**src/rtl/fdc_pkg.sv**
```systemverilog
// Package for the frame deframer with CRC-16 check.
// Holds constants, status codes, the queue entry type and the CRC byte update.
// No dependencies.
package fdc_pkg;

  localparam int MAX_PAYLOAD_BYTES = 64;
  localparam int QDEPTH = 4;
  localparam int QPTR_W = $clog2(QDEPTH);
  localparam int QCNT_W = $clog2(QDEPTH + 1);

  localparam logic [8:0] POS_SYNC0  = 9'd0;
  localparam logic [8:0] POS_SYNC1  = 9'd1;
  localparam logic [8:0] POS_SRC    = 9'd2;
  localparam logic [8:0] POS_DST    = 9'd3;
  localparam logic [8:0] POS_TYPE   = 9'd4;
  localparam logic [8:0] POS_MID_LO = 9'd5;
  localparam logic [8:0] POS_MID_HI = 9'd6;
  localparam logic [8:0] POS_PAY    = 9'd9;
  localparam logic [8:0] POS_MAX    = 9'd511;
  localparam logic [8:0] POS_LIMIT  = 9'(9 + MAX_PAYLOAD_BYTES);

  localparam logic [15:0] CRC_INIT = 16'hFFFF;
  localparam logic [15:0] CRC_POLY = 16'h1021;

  localparam logic REG_SYNC_FIRST  = 1'b0;
  localparam logic REG_SYNC_SECOND = 1'b1;

  typedef enum logic [2:0] {
    FS_OK       = 3'd0,
    FS_SHORT    = 3'd1,
    FS_BAD_SYNC = 3'd2,
    FS_TOO_LONG = 3'd3,
    FS_CRC_BAD  = 3'd4
  } frame_status_t;

  typedef struct packed {
    logic          has_pay;
    logic [7:0]    pay_byte;
    logic [5:0]    pay_idx;
    logic          has_end;
    logic [7:0]    source_addr;
    logic [7:0]    dest_addr;
    logic [7:0]    message_type;
    logic [15:0]   message_id;
    logic [7:0]    payload_count;
    logic [15:0]   received_crc;
    frame_status_t status;
  } entry_t;

  typedef struct packed {
    logic full;
    logic empty;
  } q_stat_t;

  function automatic logic [15:0] crc16_byte(input logic [15:0] crc, input logic [7:0] b);
    logic [15:0] c;
    c = crc ^ {b, 8'h00};
    for (int k = 0; k < 8; k++) begin
      if (c[15]) begin
        c = {c[14:0], 1'b0} ^ CRC_POLY;
      end else begin
        c = {c[14:0], 1'b0};
      end
    end
    return c;
  endfunction

endpackage

```
**src/rtl/fdc_ifs.sv**
```systemverilog
// Channel interfaces of the frame deframer: received bytes in, results out.
// Depends on nothing.
interface fdc_in_if;
  logic       valid;
  logic       ready;
  logic [7:0] rx_byte;
  logic       frame_end;
  modport source (output valid, rx_byte, frame_end, input ready);
  modport sink (input valid, rx_byte, frame_end, output ready);
endinterface

interface fdc_out_if;
  logic        valid;
  logic        ready;
  logic        is_end;
  logic [7:0]  payload_byte;
  logic [5:0]  payload_index;
  logic [7:0]  source_addr;
  logic [7:0]  dest_addr;
  logic [7:0]  message_type;
  logic [15:0] message_id;
  logic [7:0]  payload_count;
  logic [15:0] received_crc;
  logic [2:0]  frame_status;
  modport source (output valid, is_end, payload_byte, payload_index, source_addr, dest_addr,
                  message_type, message_id, payload_count, received_crc, frame_status,
                  input ready);
  modport sink (input valid, is_end, payload_byte, payload_index, source_addr, dest_addr,
                message_type, message_id, payload_count, received_crc, frame_status,
                output ready);
endinterface

```
**src/rtl/frame_deframer_crc16_check.sv**
```systemverilog
// Top level of the frame deframer with CRC-16 check.
// Uses fdc_pkg, fdc_ifs, fdc_front, fdc_queue, fdc_back.
//
// Accepts one received byte per clock. Each byte passes through a two-byte
// hold and an unrolled 8-bit CRC-16 update in the front end, so a steady
// stream runs at one byte per cycle. A payload transaction is written to the
// queue at the edge that accepts the byte pushing it out of the hold and
// leaves through the back end's output register; the final byte of a frame
// may give a payload and the status transaction, which leave in that order.
// A four-entry queue between front and back end absorbs output stalls; the
// input stalls only when that queue is full. Sync bytes are set on the cfg port
// by the user only while idle, which the block does not enforce; no clearing pass after reset.
module frame_deframer_crc16_check (
  input  logic       clk,
  input  logic       rst_n,
  fdc_in_if.sink     in_ch,
  fdc_out_if.source  out_ch,
  input  logic       cfg_we,
  input  logic       cfg_index,
  input  logic [7:0] cfg_wdata
);

  fdc_pkg::entry_t  q_entry, q_head;
  fdc_pkg::q_stat_t q_stat;
  logic             q_push, q_pop;

  fdc_front u_front (
    .clk       (clk),
    .rst_n     (rst_n),
    .in_ch     (in_ch),
    .cfg_we    (cfg_we),
    .cfg_index (cfg_index),
    .cfg_wdata (cfg_wdata),
    .q_stat    (q_stat),
    .q_push    (q_push),
    .q_entry   (q_entry)
  );

  fdc_queue u_queue (
    .clk        (clk),
    .rst_n      (rst_n),
    .push       (q_push),
    .push_entry (q_entry),
    .pop        (q_pop),
    .head       (q_head),
    .stat       (q_stat)
  );

  fdc_back u_back (
    .clk    (clk),
    .rst_n  (rst_n),
    .head   (q_head),
    .q_stat (q_stat),
    .pop    (q_pop),
    .out_ch (out_ch)
  );

  a_no_push_full: assert property (@(posedge clk) disable iff (!rst_n)
    q_push |-> !q_stat.full)
    else $error("push into full queue");

  a_pay_fields_zero: assert property (@(posedge clk) disable iff (!rst_n)
    out_ch.valid && !out_ch.is_end |-> out_ch.frame_status == 3'(fdc_pkg::FS_OK) &&
      out_ch.payload_count == 8'd0)
    else $error("payload transaction carries status fields");

  a_ok_fits: assert property (@(posedge clk) disable iff (!rst_n)
    out_ch.valid && out_ch.is_end && out_ch.frame_status == 3'(fdc_pkg::FS_OK) |->
      out_ch.payload_count <= 8'(fdc_pkg::MAX_PAYLOAD_BYTES))
    else $error("ok status with oversize payload");

endmodule

```
**src/rtl/fdc_front.sv**
```systemverilog
// Front end: accepts bytes, tracks frame position, header, hold and CRC,
// and pushes one queue entry per byte that yields results. Uses fdc_pkg, fdc_in_if.
module fdc_front (
  input  logic             clk,
  input  logic             rst_n,
  fdc_in_if.sink           in_ch,
  input  logic             cfg_we,
  input  logic             cfg_index,
  input  logic [7:0]       cfg_wdata,
  input  fdc_pkg::q_stat_t q_stat,
  output logic             q_push,
  output fdc_pkg::entry_t  q_entry
);

  logic [7:0]  sync_first_r, sync_second_r;
  logic [8:0]  pos_r, pos_nxt;
  logic [7:0]  held0_r, held0_nxt, held1_r, held1_nxt;
  logic [15:0] crc_r, crc_nxt;
  logic [7:0]  src_r, src_nxt, dst_r, dst_nxt, typ_r, typ_nxt;
  logic [15:0] mid_r, mid_nxt;
  logic        sync_ok_r, sync_ok_nxt;

  logic        acc, last, emit_pay;
  logic [7:0]  b;
  logic [7:0]  src_c, dst_c, typ_c;
  logic [15:0] mid_c, crc_c, rcrc;
  logic        sync_c;
  logic [9:0]  len, plen;
  logic [8:0]  idx9;
  fdc_pkg::frame_status_t status;

  assign in_ch.ready = !q_stat.full;
  assign acc  = in_ch.valid && in_ch.ready;
  assign b    = in_ch.rx_byte;
  assign last = in_ch.frame_end;

  always_comb begin
    src_c  = src_r;
    dst_c  = dst_r;
    typ_c  = typ_r;
    mid_c  = mid_r;
    sync_c = sync_ok_r;
    case (pos_r)
      fdc_pkg::POS_SYNC0:  sync_c = sync_ok_r && (b == sync_first_r);
      fdc_pkg::POS_SYNC1:  sync_c = sync_ok_r && (b == sync_second_r);
      fdc_pkg::POS_SRC:    src_c = b;
      fdc_pkg::POS_DST:    dst_c = b;
      fdc_pkg::POS_TYPE:   typ_c = b;
      fdc_pkg::POS_MID_LO: mid_c = {mid_r[15:8], b};
      fdc_pkg::POS_MID_HI: mid_c = {b, mid_r[7:0]};
      default: ;
    endcase

    crc_c    = (pos_r >= fdc_pkg::POS_SRC) ? fdc_pkg::crc16_byte(crc_r, held0_r) : crc_r;
    emit_pay = (pos_r >= fdc_pkg::POS_PAY) && (pos_r < fdc_pkg::POS_LIMIT) && sync_c;
    idx9     = pos_r - fdc_pkg::POS_PAY;
    len      = {1'b0, pos_r} + 10'd1;
    plen     = (len >= 10'd9) ? (len - 10'd9) : 10'd0;
    rcrc     = {b, held1_r};

    if (len < 10'd9) begin
      status = fdc_pkg::FS_SHORT;
    end else if (!sync_c) begin
      status = fdc_pkg::FS_BAD_SYNC;
    end else if (plen > 10'(fdc_pkg::MAX_PAYLOAD_BYTES)) begin
      status = fdc_pkg::FS_TOO_LONG;
    end else if (crc_c != rcrc) begin
      status = fdc_pkg::FS_CRC_BAD;
    end else begin
      status = fdc_pkg::FS_OK;
    end

    q_entry.has_pay       = emit_pay;
    q_entry.pay_byte      = held0_r;
    q_entry.pay_idx       = idx9[5:0];
    q_entry.has_end       = last;
    q_entry.source_addr   = src_c;
    q_entry.dest_addr     = dst_c;
    q_entry.message_type  = typ_c;
    q_entry.message_id    = mid_c;
    q_entry.payload_count = (plen > 10'd255) ? 8'hFF : plen[7:0];
    q_entry.received_crc  = rcrc;
    q_entry.status        = status;
    q_push = acc && (emit_pay || last);

    pos_nxt     = pos_r;
    held0_nxt   = held0_r;
    held1_nxt   = held1_r;
    crc_nxt     = crc_r;
    src_nxt     = src_r;
    dst_nxt     = dst_r;
    typ_nxt     = typ_r;
    mid_nxt     = mid_r;
    sync_ok_nxt = sync_ok_r;
    if (acc) begin
      if (last) begin
        pos_nxt     = '0;
        held0_nxt   = '0;
        held1_nxt   = '0;
        crc_nxt     = fdc_pkg::CRC_INIT;
        src_nxt     = '0;
        dst_nxt     = '0;
        typ_nxt     = '0;
        mid_nxt     = '0;
        sync_ok_nxt = 1'b1;
      end else begin
        pos_nxt     = (pos_r == fdc_pkg::POS_MAX) ? pos_r : pos_r + 9'd1;
        held0_nxt   = held1_r;
        held1_nxt   = b;
        crc_nxt     = crc_c;
        src_nxt     = src_c;
        dst_nxt     = dst_c;
        typ_nxt     = typ_c;
        mid_nxt     = mid_c;
        sync_ok_nxt = sync_c;
      end
    end
  end

  always_ff @(posedge clk) begin
    if (!rst_n) begin
      sync_first_r  <= '0;
      sync_second_r <= '0;
      pos_r         <= '0;
      held0_r       <= '0;
      held1_r       <= '0;
      crc_r         <= fdc_pkg::CRC_INIT;
      src_r         <= '0;
      dst_r         <= '0;
      typ_r         <= '0;
      mid_r         <= '0;
      sync_ok_r     <= 1'b1;
    end else begin
      if (cfg_we && cfg_index == fdc_pkg::REG_SYNC_FIRST) begin
        sync_first_r <= cfg_wdata;
      end
      if (cfg_we && cfg_index == fdc_pkg::REG_SYNC_SECOND) begin
        sync_second_r <= cfg_wdata;
      end
      pos_r     <= pos_nxt;
      held0_r   <= held0_nxt;
      held1_r   <= held1_nxt;
      crc_r     <= crc_nxt;
      src_r     <= src_nxt;
      dst_r     <= dst_nxt;
      typ_r     <= typ_nxt;
      mid_r     <= mid_nxt;
      sync_ok_r <= sync_ok_nxt;
    end
  end

endmodule

```
**src/rtl/fdc_queue.sv**
```systemverilog
// Short FIFO of result entries between front and back end.
// Uses fdc_pkg.
module fdc_queue (
  input  logic             clk,
  input  logic             rst_n,
  input  logic             push,
  input  fdc_pkg::entry_t  push_entry,
  input  logic             pop,
  output fdc_pkg::entry_t  head,
  output fdc_pkg::q_stat_t stat
);

  fdc_pkg::entry_t mem [fdc_pkg::QDEPTH];
  logic [fdc_pkg::QPTR_W-1:0] wr_ptr_r, rd_ptr_r;
  logic [fdc_pkg::QCNT_W-1:0] cnt_r, cnt_nxt;
  logic do_push, do_pop;

  assign stat.full  = (cnt_r == fdc_pkg::QCNT_W'(fdc_pkg::QDEPTH));
  assign stat.empty = (cnt_r == '0);
  assign do_push    = push && !stat.full;
  assign do_pop     = pop && !stat.empty;
  assign head       = mem[rd_ptr_r];

  always_comb begin
    cnt_nxt = cnt_r;
    if (do_push && !do_pop) begin
      cnt_nxt = cnt_r + 1'b1;
    end else if (do_pop && !do_push) begin
      cnt_nxt = cnt_r - 1'b1;
    end
  end

  always_ff @(posedge clk) begin
    if (do_push) begin
      mem[wr_ptr_r] <= push_entry;
    end
  end

  always_ff @(posedge clk) begin
    if (!rst_n) begin
      wr_ptr_r <= '0;
      rd_ptr_r <= '0;
      cnt_r    <= '0;
    end else begin
      if (do_push) begin
        wr_ptr_r <= wr_ptr_r + 1'b1;
      end
      if (do_pop) begin
        rd_ptr_r <= rd_ptr_r + 1'b1;
      end
      cnt_r <= cnt_nxt;
    end
  end

endmodule

```
**src/rtl/fdc_back.sv**
```systemverilog
// Back end: expands queue entries into payload and status transactions
// through a registered output stage. Uses fdc_pkg, fdc_out_if.
module fdc_back (
  input  logic             clk,
  input  logic             rst_n,
  input  fdc_pkg::entry_t  head,
  input  fdc_pkg::q_stat_t q_stat,
  output logic             pop,
  fdc_out_if.source        out_ch
);

  logic        valid_r, valid_nxt;
  logic        phase_r, phase_nxt;
  logic        is_end_r, is_end_nxt;
  logic [7:0]  pbyte_r, pbyte_nxt;
  logic [5:0]  pidx_r, pidx_nxt;
  logic [7:0]  src_r, src_nxt, dst_r, dst_nxt, typ_r, typ_nxt, cnt_r, cnt_nxt;
  logic [15:0] mid_r, mid_nxt, rcrc_r, rcrc_nxt;
  logic [2:0]  stat_r, stat_nxt;
  logic        load;

  assign load = !q_stat.empty && (!valid_r || out_ch.ready);

  always_comb begin
    pop        = 1'b0;
    phase_nxt  = phase_r;
    valid_nxt  = valid_r && !out_ch.ready;
    is_end_nxt = is_end_r;
    pbyte_nxt  = pbyte_r;
    pidx_nxt   = pidx_r;
    src_nxt    = src_r;
    dst_nxt    = dst_r;
    typ_nxt    = typ_r;
    mid_nxt    = mid_r;
    cnt_nxt    = cnt_r;
    rcrc_nxt   = rcrc_r;
    stat_nxt   = stat_r;
    if (load) begin
      valid_nxt = 1'b1;
      if (head.has_pay && !phase_r) begin
        is_end_nxt = 1'b0;
        pbyte_nxt  = head.pay_byte;
        pidx_nxt   = head.pay_idx;
        src_nxt    = '0;
        dst_nxt    = '0;
        typ_nxt    = '0;
        mid_nxt    = '0;
        cnt_nxt    = '0;
        rcrc_nxt   = '0;
        stat_nxt   = '0;
        phase_nxt  = head.has_end;
        pop        = !head.has_end;
      end else begin
        is_end_nxt = 1'b1;
        pbyte_nxt  = '0;
        pidx_nxt   = '0;
        src_nxt    = head.source_addr;
        dst_nxt    = head.dest_addr;
        typ_nxt    = head.message_type;
        mid_nxt    = head.message_id;
        cnt_nxt    = head.payload_count;
        rcrc_nxt   = head.received_crc;
        stat_nxt   = head.status;
        phase_nxt  = 1'b0;
        pop        = 1'b1;
      end
    end
  end

  always_ff @(posedge clk) begin
    if (!rst_n) begin
      valid_r <= 1'b0;
      phase_r <= 1'b0;
    end else begin
      valid_r <= valid_nxt;
      phase_r <= phase_nxt;
    end
  end

  always_ff @(posedge clk) begin
    is_end_r <= is_end_nxt;
    pbyte_r  <= pbyte_nxt;
    pidx_r   <= pidx_nxt;
    src_r    <= src_nxt;
    dst_r    <= dst_nxt;
    typ_r    <= typ_nxt;
    mid_r    <= mid_nxt;
    cnt_r    <= cnt_nxt;
    rcrc_r   <= rcrc_nxt;
    stat_r   <= stat_nxt;
  end

  assign out_ch.valid         = valid_r;
  assign out_ch.is_end        = is_end_r;
  assign out_ch.payload_byte  = pbyte_r;
  assign out_ch.payload_index = pidx_r;
  assign out_ch.source_addr   = src_r;
  assign out_ch.dest_addr     = dst_r;
  assign out_ch.message_type  = typ_r;
  assign out_ch.message_id    = mid_r;
  assign out_ch.payload_count = cnt_r;
  assign out_ch.received_crc  = rcrc_r;
  assign out_ch.frame_status  = stat_r;

endmodule

```
**src/flat_wrapper.sv**
```systemverilog
// flat-port wrapper written by rule: the top's interface ports become plain ports
module frame_deframer_crc16_check_flat 
  (clk, rst_n, cfg_we, cfg_index, cfg_wdata, in_ch_valid, in_ch_rx_byte, in_ch_frame_end, in_ch_ready, out_ch_valid, out_ch_is_end, out_ch_payload_byte, out_ch_payload_index, out_ch_source_addr, out_ch_dest_addr, out_ch_message_type, out_ch_message_id, out_ch_payload_count, out_ch_received_crc, out_ch_frame_status, out_ch_ready);
  fdc_in_if in_ch_i ();
  fdc_out_if out_ch_i ();
  input  logic clk;
  input  logic rst_n;
  input  logic cfg_we;
  input  logic cfg_index;
  input  logic [7:0] cfg_wdata;
  input wire logic [$bits(in_ch_i.valid)-1:0] in_ch_valid;
  input wire logic [$bits(in_ch_i.rx_byte)-1:0] in_ch_rx_byte;
  input wire logic [$bits(in_ch_i.frame_end)-1:0] in_ch_frame_end;
  output wire logic [$bits(in_ch_i.ready)-1:0] in_ch_ready;
  output wire logic [$bits(out_ch_i.valid)-1:0] out_ch_valid;
  output wire logic [$bits(out_ch_i.is_end)-1:0] out_ch_is_end;
  output wire logic [$bits(out_ch_i.payload_byte)-1:0] out_ch_payload_byte;
  output wire logic [$bits(out_ch_i.payload_index)-1:0] out_ch_payload_index;
  output wire logic [$bits(out_ch_i.source_addr)-1:0] out_ch_source_addr;
  output wire logic [$bits(out_ch_i.dest_addr)-1:0] out_ch_dest_addr;
  output wire logic [$bits(out_ch_i.message_type)-1:0] out_ch_message_type;
  output wire logic [$bits(out_ch_i.message_id)-1:0] out_ch_message_id;
  output wire logic [$bits(out_ch_i.payload_count)-1:0] out_ch_payload_count;
  output wire logic [$bits(out_ch_i.received_crc)-1:0] out_ch_received_crc;
  output wire logic [$bits(out_ch_i.frame_status)-1:0] out_ch_frame_status;
  input wire logic [$bits(out_ch_i.ready)-1:0] out_ch_ready;
  assign in_ch_i.valid = in_ch_valid;
  assign in_ch_i.rx_byte = in_ch_rx_byte;
  assign in_ch_i.frame_end = in_ch_frame_end;
  assign in_ch_ready = in_ch_i.ready;
  assign out_ch_valid = out_ch_i.valid;
  assign out_ch_is_end = out_ch_i.is_end;
  assign out_ch_payload_byte = out_ch_i.payload_byte;
  assign out_ch_payload_index = out_ch_i.payload_index;
  assign out_ch_source_addr = out_ch_i.source_addr;
  assign out_ch_dest_addr = out_ch_i.dest_addr;
  assign out_ch_message_type = out_ch_i.message_type;
  assign out_ch_message_id = out_ch_i.message_id;
  assign out_ch_payload_count = out_ch_i.payload_count;
  assign out_ch_received_crc = out_ch_i.received_crc;
  assign out_ch_frame_status = out_ch_i.frame_status;
  assign out_ch_i.ready = out_ch_ready;
  frame_deframer_crc16_check u_core (.clk(clk), .rst_n(rst_n), .in_ch(in_ch_i), .out_ch(out_ch_i), .cfg_we(cfg_we), .cfg_index(cfg_index), .cfg_wdata(cfg_wdata));
endmodule
```
**config.mk**
```make
export PLATFORM = sky130hd
export DESIGN_NAME = frame_deframer_crc16_check_flat
export DESIGN_NICKNAME = d
export VERILOG_FILES = /design/src/rtl/fdc_pkg.sv /design/src/rtl/fdc_ifs.sv /design/src/rtl/frame_deframer_crc16_check.sv /design/src/rtl/fdc_front.sv /design/src/rtl/fdc_queue.sv /design/src/rtl/fdc_back.sv /design/src/flat_wrapper.sv
export SDC_FILE = /design/constraint.sdc
export NUM_CORES = 1
export LEC_CHECK = 0
export BUFFER_PORTS_ARGS = -buffer_cell sky130_fd_sc_hd__buf_2
export CORE_ASPECT_RATIO = 0.8
export CORE_UTILIZATION = 57
export CTS_BUF_LIST = sky130_fd_sc_hd__clkbuf_8
export DETAILED_ROUTE_END_ITERATION = 12
export GPL_ROUTABILITY_DRIVEN = 1
export HOLD_SLACK_MARGIN = 0.12
export PLACE_DENSITY = 0.78
export SLEW_MARGIN = 20
export SYNTH_ARGS = -nofsm -noshare
export SYNTH_HDL_FRONTEND = slang
export SYNTH_SLANG_ARGS = --single-unit
```
**constraint.sdc**
```tcl
create_clock -name clk -period 6.71 [get_ports clk]
set_input_delay 1.342 -clock clk [delete_from_list [all_inputs] [get_ports clk]]
set_output_delay 1.342 -clock clk [all_outputs]
set_load 0.02 [all_outputs]
```
Yosys cells after proc, flatten, opt, wreduce, memory -nomap -nowiden:

Memories as Yosys holds them, arrays and structs flattened. A register that Yosys moved wholly into a read port is not among the register bits.
Cells that the tools add are included.

* bits in writable memories: 332
* register bits after elaboration: 189
* logic and storage cells: 134
* output and inout bits: 84
* input port bits: 23
* memories kept: 1

* multiplexer cells: 41
* $add $sub $neg: 8
* eq/ne operators: 12
* $lt $le $gt $ge: 7
* bitwise logic cells: 10
* reductions and logical operators: 29

Memory list
* u_core.u_queue.mem: depth 4, bits a word 83, rd ports 1, clocked after Yosys merged registers in 1, write ports 1, RTL line fdc_queue.sv:13 `fdc_pkg::entry_t mem [fdc_pkg::QDEPTH];`

Operators by type and width (number)
* $mux W13: 8
* $mux W8: 9
* $mux W16: 3
* $pmux W16 S2: 1
* $eq A9 B3 Y1 const B: 3
* $not A3 Y3: 8
* $eq A9 B2 Y1 const B: 2
* $mux W3: 6
* $mux W9: 2
* $eq A8 B8 Y1: 2
* $ne A16 B16 Y1: 1
* $xor A16 B16 Y16: 1
* $logic_and A1 B1 Y1: 15
* $add A9 B1 Y10 const B: 1
* $ge A10 B4 Y1 const B: 1
* $gt A10 B7 Y1 const B: 1
* $gt A10 B8 Y1 const B: 1
* $lt A10 B4 Y1 const B: 1
* $mux W10: 1
* $sub A10 B4 Y10 const B: 1
* $add A9 B1 Y9 const B: 1
* $eq A9 B1 Y1 const B: 1
* $eq A9 B9 Y1 const B: 1
* $ge A9 B2 Y1 const B: 1
* 18 further kinds: 35

Logic depth before layout (Yosys ltp):

Gate-level depths: netlist of the first run.

* word-level depth: 23
* gate-level depth with buffers: 13
* mapped depth without buffers: 12

Modules after synthesis:

From an unflattened synthesis of the first run, not the netlist that was laid out.

* cell total of the unflattened synthesis: 1397
* area total of the unflattened synthesis: 21669.5 sq um

By module, submodules not included
* fdc_queue: seq. area each 10149.7 sq um, area each 12460.7 sq um, instances 1, cells each 481
* fdc_front: seq. area each 1961.9 sq um, area each 6028.3 sq um, instances 1, cells each 734
* fdc_back: seq. area each 2502.4 sq um, area each 3180.6 sq um, instances 1, cells each 182

Least setup slack after synthesis of the first run:

No wires, ideal clock.

* path kind: input to register
* from: input out_ch_ready
* to: register u_core.u_queue.cnt_r[2] in the netlist's numbering
* data required time: 6.634 ns
* setup slack: -0.483 ns
* data arrival time: 7.118 ns
* stages on the path: 9
* buffers on the path: 0
* setup time: 0.076 ns
* path through: inv_1 > a21oi_1 > nand2_1 > ha_1 > inv_1 > fa_1 > xor2_1 > or3_1 > a21boi_0

* cells in the longest elaborated chain, start to end: 7
* elaborated cells on any way between the ends: 9
* those cells by class: 2 x mux; 7 x reduce/logical

RTL lines
* start, declared: RTL line flat_wrapper.sv:26 `input wire logic [$bits(out_ch_i.ready)-1:0] out_ch_ready;`
* $logic_or A1 B1 Y1 (*): RTL line fdc_back.sv:22 `assign load = !q_stat.empty && (!valid_r || out_ch.ready);`
* $logic_and A1 B1 Y1 (*): RTL line fdc_back.sv:22
* net u_core.u_back.load: RTL line fdc_back.sv:20 `logic load;`
* $mux W1 (*): RTL line fdc_back.sv:38 `if (load) begin`
* $logic_and A1 B1 Y1 (*): RTL line fdc_queue.sv:21 `assign do_pop = pop && !stat.empty;`
* $logic_not A1 Y1: RTL line fdc_queue.sv:26 `if (do_push && !do_pop) begin`
* $logic_and A1 B1 Y1: RTL line fdc_queue.sv:26
* $mux W3 / $reduce_bool A2 Y1 (equally long branches)
* end signal, assigned: RTL line fdc_queue.sv:51 `cnt_r <= cnt_nxt;`
* end, declared: RTL line fdc_queue.sv:15 `logic [fdc_pkg::QCNT_W-1:0] cnt_r, cnt_nxt;`

Mark *: on every way through the listed nets, which the timed path passes. The rest lies on a longest branch.
A chain may end at the register's enable or synchronous reset.

==> impl_metrics.json, run 1 <==
{
  "status": "completed",
  "core_um2": 37000,
  "required_ns": 6.94,
  "drtIter0Drc": 963,
  "num_rows": 63,
  "clockBufferDepth": 3,
  "synth.distinct_cells": 66,
  "grt-ovfl-total": 0,
  "critPathKind": "flip-flop to flip-flop",
  "synth_area_leader_cell": "edfxtp_1",
  "holdPathEnd": "u_core.u_front.sync_second_r[4]",
  "wl_met1_mm": 18.8,
  "io_pins": 107,
  "final_common_cell": "edfxtp_1",
  "viasPerCell": 5.91,
  "detail-route-antenna-nets": 0,
  "final.setup.tns_ns": 0,
  "post-route-drc-count": 0,
  "pwr_density_cell_nw_per_um2": 363,
  "timing.fmax_mhz": 234,
  "rsz0062_at_grt": "no",
  "dr_wl_met3_mm": 2.69,
  "cp.depth": 7,
  "fill_cells": 2558,
  "final_cell_mix": "414 x edfxtp_1, 107 x dfxtp_1, 106 x buf_2, 90 x clkbuf_8, 83 x mux4_2",
  "finalHoldViolCount": 0,
  "critical_path.top_delay_family": "simple AND/OR/NAND/NOR gates",
  "crit_slowest_cell": "a221oi_1",
  "die_y_um": 175,
  "cp-end-kind": "flip-flop",
  "async_flop_share": 0,
  "syn2layout_area_growth_pct": 11.9,
  "dr.pass1.iters": 5,
  "r2r-start": "u_core.u_front.pos_r[2]",
  "path_buf_inv": 1,
  "dr_wl_met2_mm": 20.0,
  "cp_max_fo": 43,
  "synth_top_area_frac": 0.582,
  "cts_setup_buffers": 0,
  "dr.max_layer_used": "met4",
  "relSlewSlack": 0.290,
  "wl_mm": 42.6,
  "fp.dieW_um": 218,
  "hpwl_mm": 26.2,
  "synthCells": 1362,
  "fin_cells": 2031,
  "initial_utilization": 0.577,
  "grt_antenna_before_repair": 0,
  "grt_pass1_wl_mm": 66.7,
  "cts_buffers": 81,
  "grtUsageTotal": 0.229,
  "syn_area_um2": 21300,
  "setup_viol": 0,
  "synth_edf_count": 414,
  "grt_pass1_vias": 11900,
  "htreeDepth": 3,
  "dpl_worst_slack_ns": 2.55,
  "dr_total_vias": 12000,
  "hold_path_depth": 2,
  "dp.cells": 1882,
  "cts_resized": 0,
  "ys_warn_count": 0,
  "synth_area_leaders": "edfxtp_1 58%, dfxtp_1 10%, mux4_2 8.8%",
  "timing.rr.end": "u_core.u_queue.mem[2][16]",
  "drive_above_1_share": 0.225,
  "io_buffers": 106,
  "dieArea_um2": 38200,
  "worst_skew_pair.late_latency_ns": 0.62,
  "yosysSeqAreaShare": 0.685,
  "nets": 1513,
  "tritoncts": "built",
  "power.total_mw": 8.67,
  "grt_max_degree": 96,
  "wire_per_inst_um": 21.0,
  "finalWeightedCongestion": 0.920,
  "synth_flop_cell": "edfxtp_1",
  "synth-seq-cells": 523,
  "holdCritPathClass": "flip-flop to flip-flop",
  "r2r_slack_ns": 2.43,
  "arrival_ns": 4.51,
  "fin_skew_ns": 0.0274,
  "max_cap_violations": 0,
  "setup_ws_ns": 2.43,
  "crit_start": "u_core.u_front.pos_r[2]",
  "cp_slowest_stage_delay_ns": 0.79,
  "finalCritPeriodShare": 0.637,
  "hp-start": "u_core.u_front.sync_second_r[4]",
  "worstMarginPinSlew_ns": 1.06,
  "crit_path_start_kind": "flip-flop",
  "cts.sinks": 523,
  "clk_pin_slew_ns": 0.07,
  "antenna_cells": 0,
  "ir_drop_mv": 0.458,
  "syn-num-nets": 1397,
  "path_cells": "o31a_1 -> or3_1 -> a221oi_1 -> nor2_1 -> nor2_2 -> and2_4 -> buf_4",
  "ctsHoldBuffers": 0,
  "power.leakage_nw": 8.25,
  "hold_ws_ns": 0.471,
  "avgSynthCellArea_um2": 15.7,
  "ctsRootBufferMaster": "clkbuf_8",
  "rr_worst_depth": 7,
  "drv_slew": 0,
  "period_needed_ns": 4.28
}
==> area by class of cell <==
cell class              count  area, um2  share of cell area
clock buffers              90       1240              0.0518
clock inverters            59        383              0.0160
inverters                  25       93.8             0.00393
multi-input cells         729       6330               0.265
flip-flops and latches    523      14600               0.612
well taps                 487        609              0.0255
repair buffers            118        621              0.0260
==> routing by layer <==
layer | GRT usage | vias to the layer above
met5 | 0 | -
li1 | - | 5455
met4 | 0.0790 | 0
met1 | 0.329 | 6033
met3 | 0.0378 | 84
met2 | 0.357 | 426
==> worst min-delay path, cell delays in order, from the launching register on <==
cell	delay [ns]
dfxtp_1	0.31
nand2_1	0.05
a21boi_0	0.06
==> sequential cells by signal, summed over array words and instances, names as in the netlist, 9 cells and up, named ones only <==
register                           cells
u_core.u_back.out_ch.received_crc     16
u_core.u_front.crc_r                  16
u_core.u_front.pos_r                   9
u_core.u_back.out_ch.message_id       16
u_core.u_queue.mem                   332
u_core.u_front.mid_r                  16
==> cell families (layout without fill, tap and decap cells) <==
group | count (synthesis) | count (layout) | share of synthesized area
AOI/OAI and AO/OA | 202 | 202 | 0.0631
xor gates and xnor gates | 59 | 59 | 0.0283
adders and majority gates | 12 | 12 | 0.00739
buffers and inverters | 110 | 292 | 0.0206
DFF | 523 | 523 | 0.685
muxes | 119 | 119 | 0.105
and+or+nand+nor | 337 | 337 | 0.0909
==> stage by stage <==
stage,cell area [um2],utilization
floorplan,21300,-
global route,23900,0.646
CTS,23900,0.646
global placement,22300,0.602
finish,23900,0.646
detailed placement,22300,0.602
==> Yosys cell counts, drive strengths merged, types with 2 or more instances <==
cell type / instances
edfxtp: 414
nand2: 59
nor4: 6
a221oi: 2
and2: 83
a22o: 17
nand2b: 5
a311oi: 2
o211a: 2
nand4: 5
dfxtp: 109
or3: 3
xor2: 22
buf: 18
a22oi: 45
mux4: 83
nor2: 27
mux2: 13
o21a: 3
mux2i: 23
nand3: 20
xnor3: 3
o31a: 2
o21ai: 44
a21boi: 14
and3: 21
xor3: 2
o22ai: 23
inv: 25
xnor2: 32
a31oi: 2
nor3b: 13
a21oi: 32
ha: 11
nor2b: 73
nor3: 14
clkbuf: 67
o2bb2ai: 3
nor4b: 3
==> power by group <==
group	switching (mW)	leakage [nW]	internal, mW
Combinational	1.12	2.60	0.689
Clock	1.21	0.938	1.43
Sequential	0.196	4.71	4.03
==> worst max path at each step <==
stage | end
after floorplan | u_core.u_queue.cnt_r[2]
after global placement | u_core.u_queue.mem[1][79]
after detailed placement | u_core.u_queue.mem[1][79]
after CTS | u_core.u_queue.mem[2][16]
after global routing | u_core.u_queue.mem[1][2]
final | u_core.u_queue.mem[2][16]
Power figures use the tool's default switching activity.
==> inputs of run 2 (changes only) <==
clock period = 3.6 ns   (was 6.71 ns; I/O delays follow)
==> run 2 against run 1 <==
Compared with the run above:
- worst setup slack got worse by 2.2 ns
- non-clock buffer count up 26
- largest cell class unchanged
- register-to-register slack lost 2.2 ns
- clock power grew 78%
- clock-buffer cell count up 4
- first-iteration DRC count up 10%
- via count is 2.0% higher
- sequential share of layout area shrank 0.61 points
- fmax increased by 26%
- combinational power up 100%
- sequential power is 83% higher
==> impl_metrics.json, run 2 (synthesis results as in run 1) <==
{
  "final_cell_mix": "414 x edfxtp_1, 107 x dfxtp_1, 106 x buf_2, 94 x clkbuf_8, 83 x mux4_2",
  "largest_register_ffs": 332,
  "cts_buffers": 81,
  "largest_register": "u_core.u_queue.mem",
  "grt_max_degree": 82,
  "endpoint": "u_core.u_queue.mem[3][2]",
  "period_needed_ns": 3.40,
  "core_um2": 37000,
  "num_rows": 63,
  "final.setup.tns_ns": 0,
  "fp.dieW_um": 218,
  "timing.fmax_mhz": 294,
  "grtUsageTotal": 0.241,
  "relSlewSlack": 0.375,
  "clockBufferDepth": 3,
  "dpl_worst_slack_ns": 0.373,
  "cp_max_fo": 12,
  "rr_worst_depth": 8,
  "worst_skew_pair.late_latency_ns": 0.64,
  "final_area_um2": 24100,
  "pwr_density_cell_nw_per_um2": 667,
  "ctsRootBufferMaster": "clkbuf_8",
  "timing.rr.end": "u_core.u_queue.mem[3][2]",
  "wl_mm": 44.9,
  "crit_start": "u_core.u_front.pos_r[0]",
  "setup_viol": 0,
  "viasPerCell": 5.94,
  "holdCritPathClass": "primary input to flip-flop",
  "r2r_slack_ns": 0.20,
  "crit_path_start_kind": "flip-flop",
  "grt_pass1_wl_mm": 69.3,
  "setup_ws_ns": 0.196,
  "placed_area_um2": 22600,
  "required_ns": 3.97,
  "tritoncts": "built",
  "r2r-start": "u_core.u_front.pos_r[0]",
  "final_common_cell": "edfxtp_1",
  "nets": 1539,
  "power.leakage_nw": 8.38,
  "htreeDepth": 3,
  "rsz0062_at_grt": "no",
  "dieArea_um2": 38200,
  "worstMarginPinSlew_ns": 0.937,
  "wire_per_inst_um": 21.8,
  "arrival_ns": 3.77,
  "cts.sinks": 523,
  "dr_total_vias": 12200,
  "finalCritPeriodShare": 0.946,
  "syn2layout_area_growth_pct": 13.1,
  "status": "completed",
  "post-route-drc-count": 0,
  "hpwl_mm": 27.4,
  "io_buffers": 106,
  "cp-end-kind": "flip-flop",
  "grt_antenna_before_repair": 0,
  "detail-route-antenna-nets": 0,
  "die_y_um": 175,
  "cts_setup_buffers": 0,
  "io_pins": 107,
  "ir_drop_mv": 0.456,
  "max_cap_violations": 0,
  "finalHoldViolCount": 0,
  "ctsHoldBuffers": 0,
  "drtIter0Drc": 1063,
  "dr.pass1.iters": 5,
  "initial_utilization": 0.577,
  "fin_skew_ns": 0.0313,
  "antenna_cells": 0,
  "drive_above_1_share": 0.234,
  "cts_resized": 0,
  "drv_slew": 0,
  "critPathKind": "flip-flop to flip-flop",
  "finalWeightedCongestion": 0.883,
  "grt_pass1_vias": 12300,
  "clk_pin_slew_ns": 0.06,
  "grt-ovfl-total": 0
}
[run 2: changes by cell type in the layout (fill, tap and decap cells not counted), sizes merged]
| cell | before | now |
|---|---|---|
| clkinv | 27 | 18 |
| clkbuf | 90 | 94 |
| clkinvlp | 1 | 4 |
| inv | 51 | 58 |
| bufinv | 5 | 1 |
| buf | 118 | 144 |
[run 2: area by class of cell]
class / count / area, um2
timing repair buffer: 144 / 916
clock buffer: 94 / 1290
tap: 487 / 609
multi-input combinational: 729 / 6320
clock inverter: 56 / 278
inverter: 25 / 93.8
fill: 2552 / 12800
sequential: 523 / 14600
[run 2: worst min-delay path by stage]
| stage | start | to | cells after the start |
|---|---|---|---|
| 4_1_cts | cfg_wdata[7] | u_core.u_front.sync_first_r[7] | 3 |
| 2_1_floorplan | u_core.u_front.sync_second_r[4] | u_core.u_front.sync_second_r[4] | 2 |
| 6_report | cfg_wdata[2] | u_core.u_front.sync_second_r[2] | 3 |
| 3_5_place_dp | u_core.u_front.sync_second_r[5] | u_core.u_front.sync_second_r[5] | 2 |
| 3_3_place_gp | u_core.u_front.sync_second_r[4] | u_core.u_front.sync_second_r[4] | 2 |
| 5_1_grt | in_ch_rx_byte[3] | u_core.u_queue.mem[0][14] | 1 |
[run 2: metal layers]
layer  vias up  GRT usage  share of wire
li1       5493          -              -
met1      6214      0.344           0.44
met2       446      0.373           0.47
met3        80     0.0486          0.070
met4         0     0.0798          0.019
met5         -          0              0
[run 2: metrics by stage]
stage | hold slack [ns] | total power, mW | util | instances
6_report | 0.373 | 16.1 | 0.653 | 2058
5_1_grt | 0.359 | 16.8 | 0.653 | 2058
4_1_cts | 0.326 | 16.3 | 0.653 | 2058
3_5_place_dp | 0.469 | 11.6 | 0.610 | 1908
3_3_place_gp | 0.462 | 11.5 | 0.610 | 1908
2_1_floorplan | 0.439 | 10.3 | - | 1362
[run 2: power breakdown]
part	internal (mW)	switching [mW]	total [mW]
clock network	2.46	2.23	4.70
logic	1.34	2.30	3.64
registers	7.51	0.245	7.76
total	11.3	4.78	16.1
[run 2: critical path, cell delays in order, from the launching register on]
cell      delay, ns
dfxtp_1        0.58
ha_1           0.30
or4b_4         0.52
o21ai_0        0.22
o21ai_0        0.12
a222oi_1       0.36
nor4b_2        0.29
o21ai_1        0.23
a311oi_1       0.51
